File: src/rtl/hse_pkg.sv
// Heap sort engine package: beat payload types, datapath op codes and the
// command/status structs between controller and datapath. No dependencies.
package hse_pkg;

    localparam int DATA_W = 32;

    // Input beat: one value of the set, is_last closes the set
    typedef struct packed {
        logic signed [DATA_W-1:0] sample_value;
        logic                     is_last;
    } in_item_t;

    // Output beat: one sorted value
    typedef struct packed {
        logic signed [DATA_W-1:0] sorted_value;
        logic                     last_out;
        logic                     overflow;
    } out_item_t;

    // Datapath operations issued by the controller
    typedef enum logic [3:0] {
        OP_NONE,
        OP_LOAD,
        OP_BUILD_NEXT,
        OP_LATCH_V,
        OP_READ_KIDS,
        OP_SIFT_STEP,
        OP_SORT_INIT,
        OP_SORT_READ,
        OP_SORT_SWAP,
        OP_OUT_INIT,
        OP_OUT_READ,
        OP_OUT_LATCH,
        OP_OUT_HOLD
    } op_t;

    typedef struct packed {
        op_t op;
    } cmd_t;

    typedef struct packed {
        logic k_zero;     // loop index is zero
        logic k_le1;      // loop index is zero or one
        logic sift_done;  // current sift step settled the value
        logic last_beat;  // input beat with is_last accepted this cycle
        logic out_fire;   // output beat taken this cycle
        logic out_last;   // output register holds the final value
    } status_t;

endpackage

File: src/rtl/hse_ctrl.sv
// Heap sort controller: sequences load, heap build, sort-down and output.
// Depends on hse_pkg.
module hse_ctrl (
    input  logic             clk,
    input  logic             rst_n,
    input  hse_pkg::status_t status,
    output hse_pkg::cmd_t    cmd
);

    import hse_pkg::*;

    typedef enum logic [11:0] {
        S_LOAD      = 12'b0000_0000_0001,
        S_BUILD_CHK = 12'b0000_0000_0010,
        S_BUILD_LAT = 12'b0000_0000_0100,
        S_SIFT_RD   = 12'b0000_0000_1000,
        S_SIFT_CMP  = 12'b0000_0001_0000,
        S_SORT_INIT = 12'b0000_0010_0000,
        S_SORT_CHK  = 12'b0000_0100_0000,
        S_SORT_SWP  = 12'b0000_1000_0000,
        S_OUT_INIT  = 12'b0001_0000_0000,
        S_OUT_RD    = 12'b0010_0000_0000,
        S_OUT_LAT   = 12'b0100_0000_0000,
        S_OUT_HOLD  = 12'b1000_0000_0000
    } state_t;

    state_t state_reg, state_next;
    logic   sorting_reg, sorting_next;

    // Next state and command
    always_comb
    begin
        state_next   = state_reg;
        sorting_next = sorting_reg;
        cmd.op       = OP_NONE;
        case (state_reg)
            S_LOAD:
            begin
                cmd.op = OP_LOAD;
                if (status.last_beat)
                begin
                    sorting_next = 1'b0;
                    state_next   = S_BUILD_CHK;
                end
            end
            S_BUILD_CHK:
            begin
                if (status.k_zero)
                begin
                    state_next = S_SORT_INIT;
                end
                else
                begin
                    cmd.op     = OP_BUILD_NEXT;
                    state_next = S_BUILD_LAT;
                end
            end
            S_BUILD_LAT:
            begin
                cmd.op     = OP_LATCH_V;
                state_next = S_SIFT_RD;
            end
            S_SIFT_RD:
            begin
                cmd.op     = OP_READ_KIDS;
                state_next = S_SIFT_CMP;
            end
            S_SIFT_CMP:
            begin
                cmd.op = OP_SIFT_STEP;
                if (!status.sift_done)
                begin
                    state_next = S_SIFT_RD;
                end
                else if (sorting_reg)
                begin
                    state_next = S_SORT_CHK;
                end
                else
                begin
                    state_next = S_BUILD_CHK;
                end
            end
            S_SORT_INIT:
            begin
                cmd.op       = OP_SORT_INIT;
                sorting_next = 1'b1;
                state_next   = S_SORT_CHK;
            end
            S_SORT_CHK:
            begin
                if (status.k_le1)
                begin
                    state_next = S_OUT_INIT;
                end
                else
                begin
                    cmd.op     = OP_SORT_READ;
                    state_next = S_SORT_SWP;
                end
            end
            S_SORT_SWP:
            begin
                cmd.op     = OP_SORT_SWAP;
                state_next = S_SIFT_RD;
            end
            S_OUT_INIT:
            begin
                cmd.op     = OP_OUT_INIT;
                state_next = S_OUT_RD;
            end
            S_OUT_RD:
            begin
                cmd.op     = OP_OUT_READ;
                state_next = S_OUT_LAT;
            end
            S_OUT_LAT:
            begin
                cmd.op     = OP_OUT_LATCH;
                state_next = S_OUT_HOLD;
            end
            S_OUT_HOLD:
            begin
                cmd.op = OP_OUT_HOLD;
                if (status.out_fire)
                begin
                    state_next = status.out_last ? S_LOAD : S_OUT_RD;
                end
            end
            default:
            begin
                state_next = S_LOAD;
            end
        endcase
    end

    always_ff @(posedge clk or negedge rst_n)
    begin
        if (!rst_n)
        begin
            state_reg   <= S_LOAD;
            sorting_reg <= 1'b0;
        end
        else
        begin
            state_reg   <= state_next;
            sorting_reg <= sorting_next;
        end
    end

endmodule

File: config.mk
export PLATFORM = sky130hd
export DESIGN_NAME = hse_ctrl
export DESIGN_NICKNAME = d
export VERILOG_FILES = /design/src/rtl/hse_pkg.sv /design/src/rtl/hse_ctrl.sv
export SDC_FILE = /design/constraint.sdc
export NUM_CORES = 1
export LEC_CHECK = 0
export ABC_CLOCK_PERIOD_IN_PS = 5900
export BUFFER_PORTS_ARGS = -buffer_cell sky130_fd_sc_hd__buf_2
export CORE_MARGIN = 5
export CORE_UTILIZATION = 35
export DETAILED_ROUTE_END_ITERATION = 12
export GPL_TIMING_DRIVEN = 1
export HOLD_SLACK_MARGIN = 0.06
export PLACE_DENSITY_LB_ADDON = 0.25
export SLEW_MARGIN = 30
export SYNTH_ARGS = -nofsm -noshare
export SYNTH_HDL_FRONTEND = slang
export SYNTH_SLANG_ARGS = --single-unit
export TNS_END_PERCENT = 50
File: constraint.sdc
create_clock -name clk -period 5.9 [get_ports clk]
set_clock_uncertainty 0.15 [all_clocks]
set_input_delay 0.59 -clock clk [delete_from_list [all_inputs] [get_ports clk]]
set_output_delay 0.59 -clock clk [all_outputs]
set_load 0.01 [all_outputs]
**Word level (Yosys, flattened, before mapping)**

Cells that the tools add are included.

- Bits in registers: 13
- Input port bits: 8
- Output and inout bits: 4
- Logic and storage cells: 33

- Equal/unequal tests: 14
- Multiplexer cells: 13
- Reductions and logical operators: 4

Operators with widths:

| operator | number |
|---|---|
| $pmux 12 s11 | 1 |
| $pmux 4 s12 | 1 |
| $mux 12 | 2 |
| $mux 7 | 2 |
| $eq 12x1->1 const B | 1 |
| $eq 12x10->1 const B | 1 |
| $eq 12x11->1 const B | 1 |
| $eq 12x12->1 const B | 1 |
| $eq 12x2->1 const B | 1 |
| $eq 12x3->1 const B | 1 |
| $eq 12x4->1 const B | 1 |
| $eq 12x5->1 const B | 1 |
| $eq 12x6->1 const B | 1 |
| $eq 12x7->1 const B | 1 |
| $eq 12x8->1 const B | 1 |
| $eq 12x9->1 const B | 1 |
| $mux 10 | 1 |
| $mux 9 | 1 |
| $mux 6 | 1 |
| $ne 2x2->1 const B | 2 |
| $reduce_and 2->1 | 2 |
| $mux 3 | 1 |
| $mux 2 | 1 |
| $pmux 1 s2 | 1 |
| other kinds (3) | 3 |

**Depth between registers and ports, before layout**

- Depth after elaboration: 3
- Gate-level depth with buffers: 6
- Gate-level depth less buffers: 5

**Worst setup path before layout**

OpenSTA, ideal clock, no wires.

- Kind: reg-to-output
- From: register state_reg[11]
- To: output cmd[1] (netlist name)
- Arrival: 1.738 ns
- Data required time: 5.160 ns
- Setup slack: 3.422 ns
- Stages on the path, launching flop included: 7
- Path buffers: 1
- Cell sequence: dfrtp_1 buf_6 or4_4 nor4b_1 nand2_1 nor2_1 or4_1

RTL lines:

| what | RTL line | RTL |
|---|---|---|
| from (decl) | hse_ctrl.sv:27 | `state_t state_reg, state_next;` |
| from (signal assigned) | hse_ctrl.sv:146 | `state_reg <= state_next;` |
| to (decl) | hse_ctrl.sv:7 | `output hse_pkg::cmd_t cmd` |

==> impl_metrics.sql <==
INSERT INTO impl_metrics (metric_group, metric, value, unit) VALUES
('outcome', 'outcome', 'completed', ''),
('power_and_ir_drop', 'vdd.ir_drop.worst', '201', 'uV'),
('worst_setup_path', 'worst_setup_path_end_kind', 'primary output', ''),
('cells_and_area', 'drive_above_1_share', '21.8', '%'),
('logic_synthesis', 'number_of_warnings_reported_in_the_yosys_synthesis_log', '0', ''),
('clock_network', 'tritoncts.num_buffers', '3', ''),
('floorplanning', 'dieHeight', '58.5', 'um'),
('route', 'routed_via_density', '5.52', ''),
('worst_setup_path', 'cp-start-kind', 'register', ''),
('route', 'wirelength', '1970', 'um'),
('power_and_ir_drop', 'seq_power_share', '38.4', '%'),
('floorplanning', 'dieArea', '3420', 'um^2'),
('sta', 'max_freq', '321', 'MHz'),
('floorplanning', 'initial_utilization', '36.9', '%'),
('placed_design', 'place.detailed.hpwl', '1590', 'um'),
('clock_network', 'clk_pin_slew_worst_paths', '0.08', 'ns'),
('clock_network', 'cts_resized', '0', ''),
('power_and_ir_drop', 'p_sw_share', '37.6', '%'),
('sta', 'timing.final.crit_share', '52.8', '%'),
('worst_setup_path', 'timing.critical_path.fanout_max', '7', ''),
('power_and_ir_drop', 'internal-power', '194', 'uW'),
('clock_network', 'number_of_levels_the_h_tree_was_split_into', '1', ''),
('route', 'drtIter0Drc', '20', ''),
('grt', 'grtUsageTotal', '12.8', '%'),
('logic_synthesis', 'postSynthCellCount', '87', ''),
('cells_and_area', 'most_common_cell_after_layout_fill_and_taps_aside', 'dfrtp_1', ''),
('placed_design', 'place_congestion', '0.888', ''),
('floorplanning', 'core_area', '2230', 'um^2'),
('logic_synthesis', 'syn-num-nets', '95', ''),
('clock_network', 'cts_setup_buffers', '0', ''),
('logic_synthesis', 'syn_area', '823', 'um^2'),
('floorplanning', 'dieWidth', '58.5', 'um'),
('cells_and_area', 'final_nets', '110', ''),
('worst_hold_path', 'holdCritPathClass', 'in -> reg', ''),
('power_and_ir_drop', 'power.share.combinational', '44.6', '%'),
('route', 'ant_nets', '0', ''),
('worst_setup_path', 'timing.setup.critical_path_class', 'reg -> out', ''),
('cells_and_area', 'layout.cells.most_common_list', 'dfrtp_1 (12), buf_2 (11), nor2_1 (10)', ''),
('sta', 'hold_viol_final', '0', ''),
('clock_network', 'worst_skew_pair.late_latency', '0.27', 'ns'),
('clock_network', 'cts_tree', 'built', ''),
('sta', 'setup_viol', '0', ''),
('logic_synthesis', 'ys_seq_area_share', '39.7', '%'),
('power_and_ir_drop', 'p_sw', '117', 'uW'),
('power_and_ir_drop', 'pwr-share-clk', '17.0', '%'),
('logic_synthesis', 'synth.avg_cell_area', '9.46', 'um^2'),
('power_and_ir_drop', 'total_leakage_power', '0.443', 'nW'),
('floorplanning', 'rows', '17', ''),
('clock_network', 'cts_hold_buffers', '1', ''),
('clock_network', 'clockBufferDepth', '2', ''),
('power_and_ir_drop', 'final_total_power', '311', 'uW'),
('worst_setup_path', 'arr_time_crit_path', '2.37', 'ns'),
('logic_synthesis', 'ys_types', '38', ''),
('job', 'number_of_max_cap_violations', '0', ''),
('worst_setup_path', 'crit_required', '5.16', 'ns'),
('cells_and_area', 'fillers', '236', ''),
('cells_and_area', 'n_antenna_cell', '0', ''),
('route', 'first_pass_iters', '4', ''),
('route', 'num_vias', '712', ''),
('grt', 'first_global_vias', '684', ''),
('power_and_ir_drop', 'total_power_per_unit_cell_area', '333', 'nW/um^2'),
('clock_network', 'cts-root-buf', 'clkbuf_4', ''),
('route', 'wl_per_cell', '15.3', 'um'),
('placed_design', 'io_buffer_count', '11', ''),
('sta', 'worst_pin_slew', '0.690', 'ns'),
('floorplanning', 'floorplan.io_pins', '12', ''),
('sta', 'relSlewSlack', '53.6', '%'),
('logic_synthesis', 'count_of_state_elements_after_synthesis', '13', ''),
('cells_and_area', 'syn2layout_area_growth', '13.5', '%'),
('route', 'route.detailed.drc', '0', ''),
('grt', 'grt_start_max_net_pins', '14', ''),
('grt', 'initial_antenna_violation_count', '0', ''),
('grt', 'grt_pass1_wl', '3330', 'um'),
('sta', 'totalNegativeSetupSlack', '0', 'ns'),
('cells_and_area', 'largest_reg_flops', '12', ''),
('clock_network', 'tritoncts_num_sinks', '13', ''),
('sta', 'post-route-min-period', '3.11', 'ns'),
('sta', 'rsz0062_at_grt', 'false', ''),
('grt', 'overflow_after_grt', '0', ''),
('sta', 'finalMaxSlewViolations', '0', '');
-- power groups by stage --
stage	combinational [mW]	clock, mW	sequential [mW]
floorplan	0.106	0	0.115
global placement	0.138	0	0.120
detailed placement	0.138	0	0.121
CTS	0.139	0.0552	0.119
global route	0.154	0.0605	0.122
finish	0.139	0.0528	0.119
-- cell type report --
type	count	area (um^2)	share of cell area, %
clock buffer	4	26.3	2.81
timing repair buffer	12	65.1	6.96
inverter	3	11.3	1.20
sequential	13	327	34.9
tap	28	35.0	3.75
multi-input combinational	69	470	50.3
-- worst paths after layout --
| kind | slack (ns) | from | depth (start not counted) | endpoint |
|---|---|---|---|---|
| max | 2.79 | state_reg[7]$_DFFE_PN0P_ | 6 | cmd[1] |
| max reg2reg | 3.56 | state_reg[4]$_DFFE_PN0P_ | 5 | state_reg[9]$_DFFE_PN0P_ |
| min in group asynchronous | 0.58 | rst_n | 2 | state_reg[4]$_DFFE_PN0P_ |
| min | 0.34 | status[5] | 2 | state_reg[2]$_DFFE_PN0P_ |
| max in group asynchronous | 4.73 | rst_n | 2 | state_reg[0]$_DFFE_PN1P_ |
| min reg2reg | 0.37 | sorting_reg$_DFFE_PN0P_ | 1 | sorting_reg$_DFFE_PN0P_ |
-- through the flow --
step | hold slack (ns) | util, % | cell area, um^2 | worst slack (ns) | instances
floorplan | 0.144 | - | 823 | 3.42 | 87
global placement | 0.335 | 40.2 | 898 | 3.10 | 124
detailed placement | 0.344 | 40.2 | 898 | 3.09 | 124
CTS | 0.334 | 41.8 | 935 | 2.78 | 129
global route | 0.327 | 41.8 | 935 | 2.56 | 129
finish | 0.341 | 41.8 | 935 | 2.79 | 129
-- worst max-delay path: stages, from the launching register on --
cell and delay [ns]:
dfrtp_1 0.50, nor4_2 0.55, nor4b_1 0.55, nand2_1 0.11, nor2_1 0.14, or4_1 0.13
buf_2 0.12
-- cells in the mapped netlist --
cell	count	area share [%]
a2111oi_4	1	3.3
clkbuf_1	1	0.46
nor2b_1	3	2.3
or3_4	1	1.4
a2111oi_1	1	1.2
inv_1	3	1.4
o32a_1	1	1.2
buf_6	1	1.4
a2111oi_0	1	1.1
dfstp_2	1	3.2
a21o_1	1	0.91
and3_1	3	2.3
nor2_1	10	4.6
or3b_1	1	1.1
nand4_1	1	0.76
nand2b_1	3	2.3
nor4_2	2	3.0
nand2_1	6	2.7
or3_1	1	0.76
and4bb_2	1	1.5
nand3b_1	1	0.91
or3b_2	1	1.1
nor3_1	2	1.2
nor4b_1	4	4.3
a211oi_1	1	0.91
or4_1	1	0.91
dfrtp_1	12	36
nand3_1	7	4.3
nand4b_1	1	1.1
o21ai_0	2	1.2
o221ai_1	1	1.1
or4_4	1	1.4
xnor2_1	1	1.1
o22ai_1	1	0.76
o21a_1	1	0.91
a21oi_1	3	1.8
xor2_1	3	3.2
nor4_1	1	0.76
-- kinds of logic (layout without fill, tap and decap cells) --
family                    Yosys count  count (layout)  share of synthesized area (%)
and+or+nand+nor                    51              51                           38.5
AOI/OAI and AO/OA                  14              14                           14.4
DFF                                13              13                           39.7
buffers and inverters               5              19                           3.19
xor gates and xnor gates            4               4                           4.26
-- layer usage --
metal / part of all wire, % / up-vias / track usage [%]
li1: - / 356 / -
met1: 47 / 339 / 17.2
met3: 4.8 / 2 / 4.17
met2: 47 / 15 / 20.4
met4: 0.66 / 0 / 1.99
met5: 0 / - / 0
Note: power is estimated with default switching activity, not from simulation.
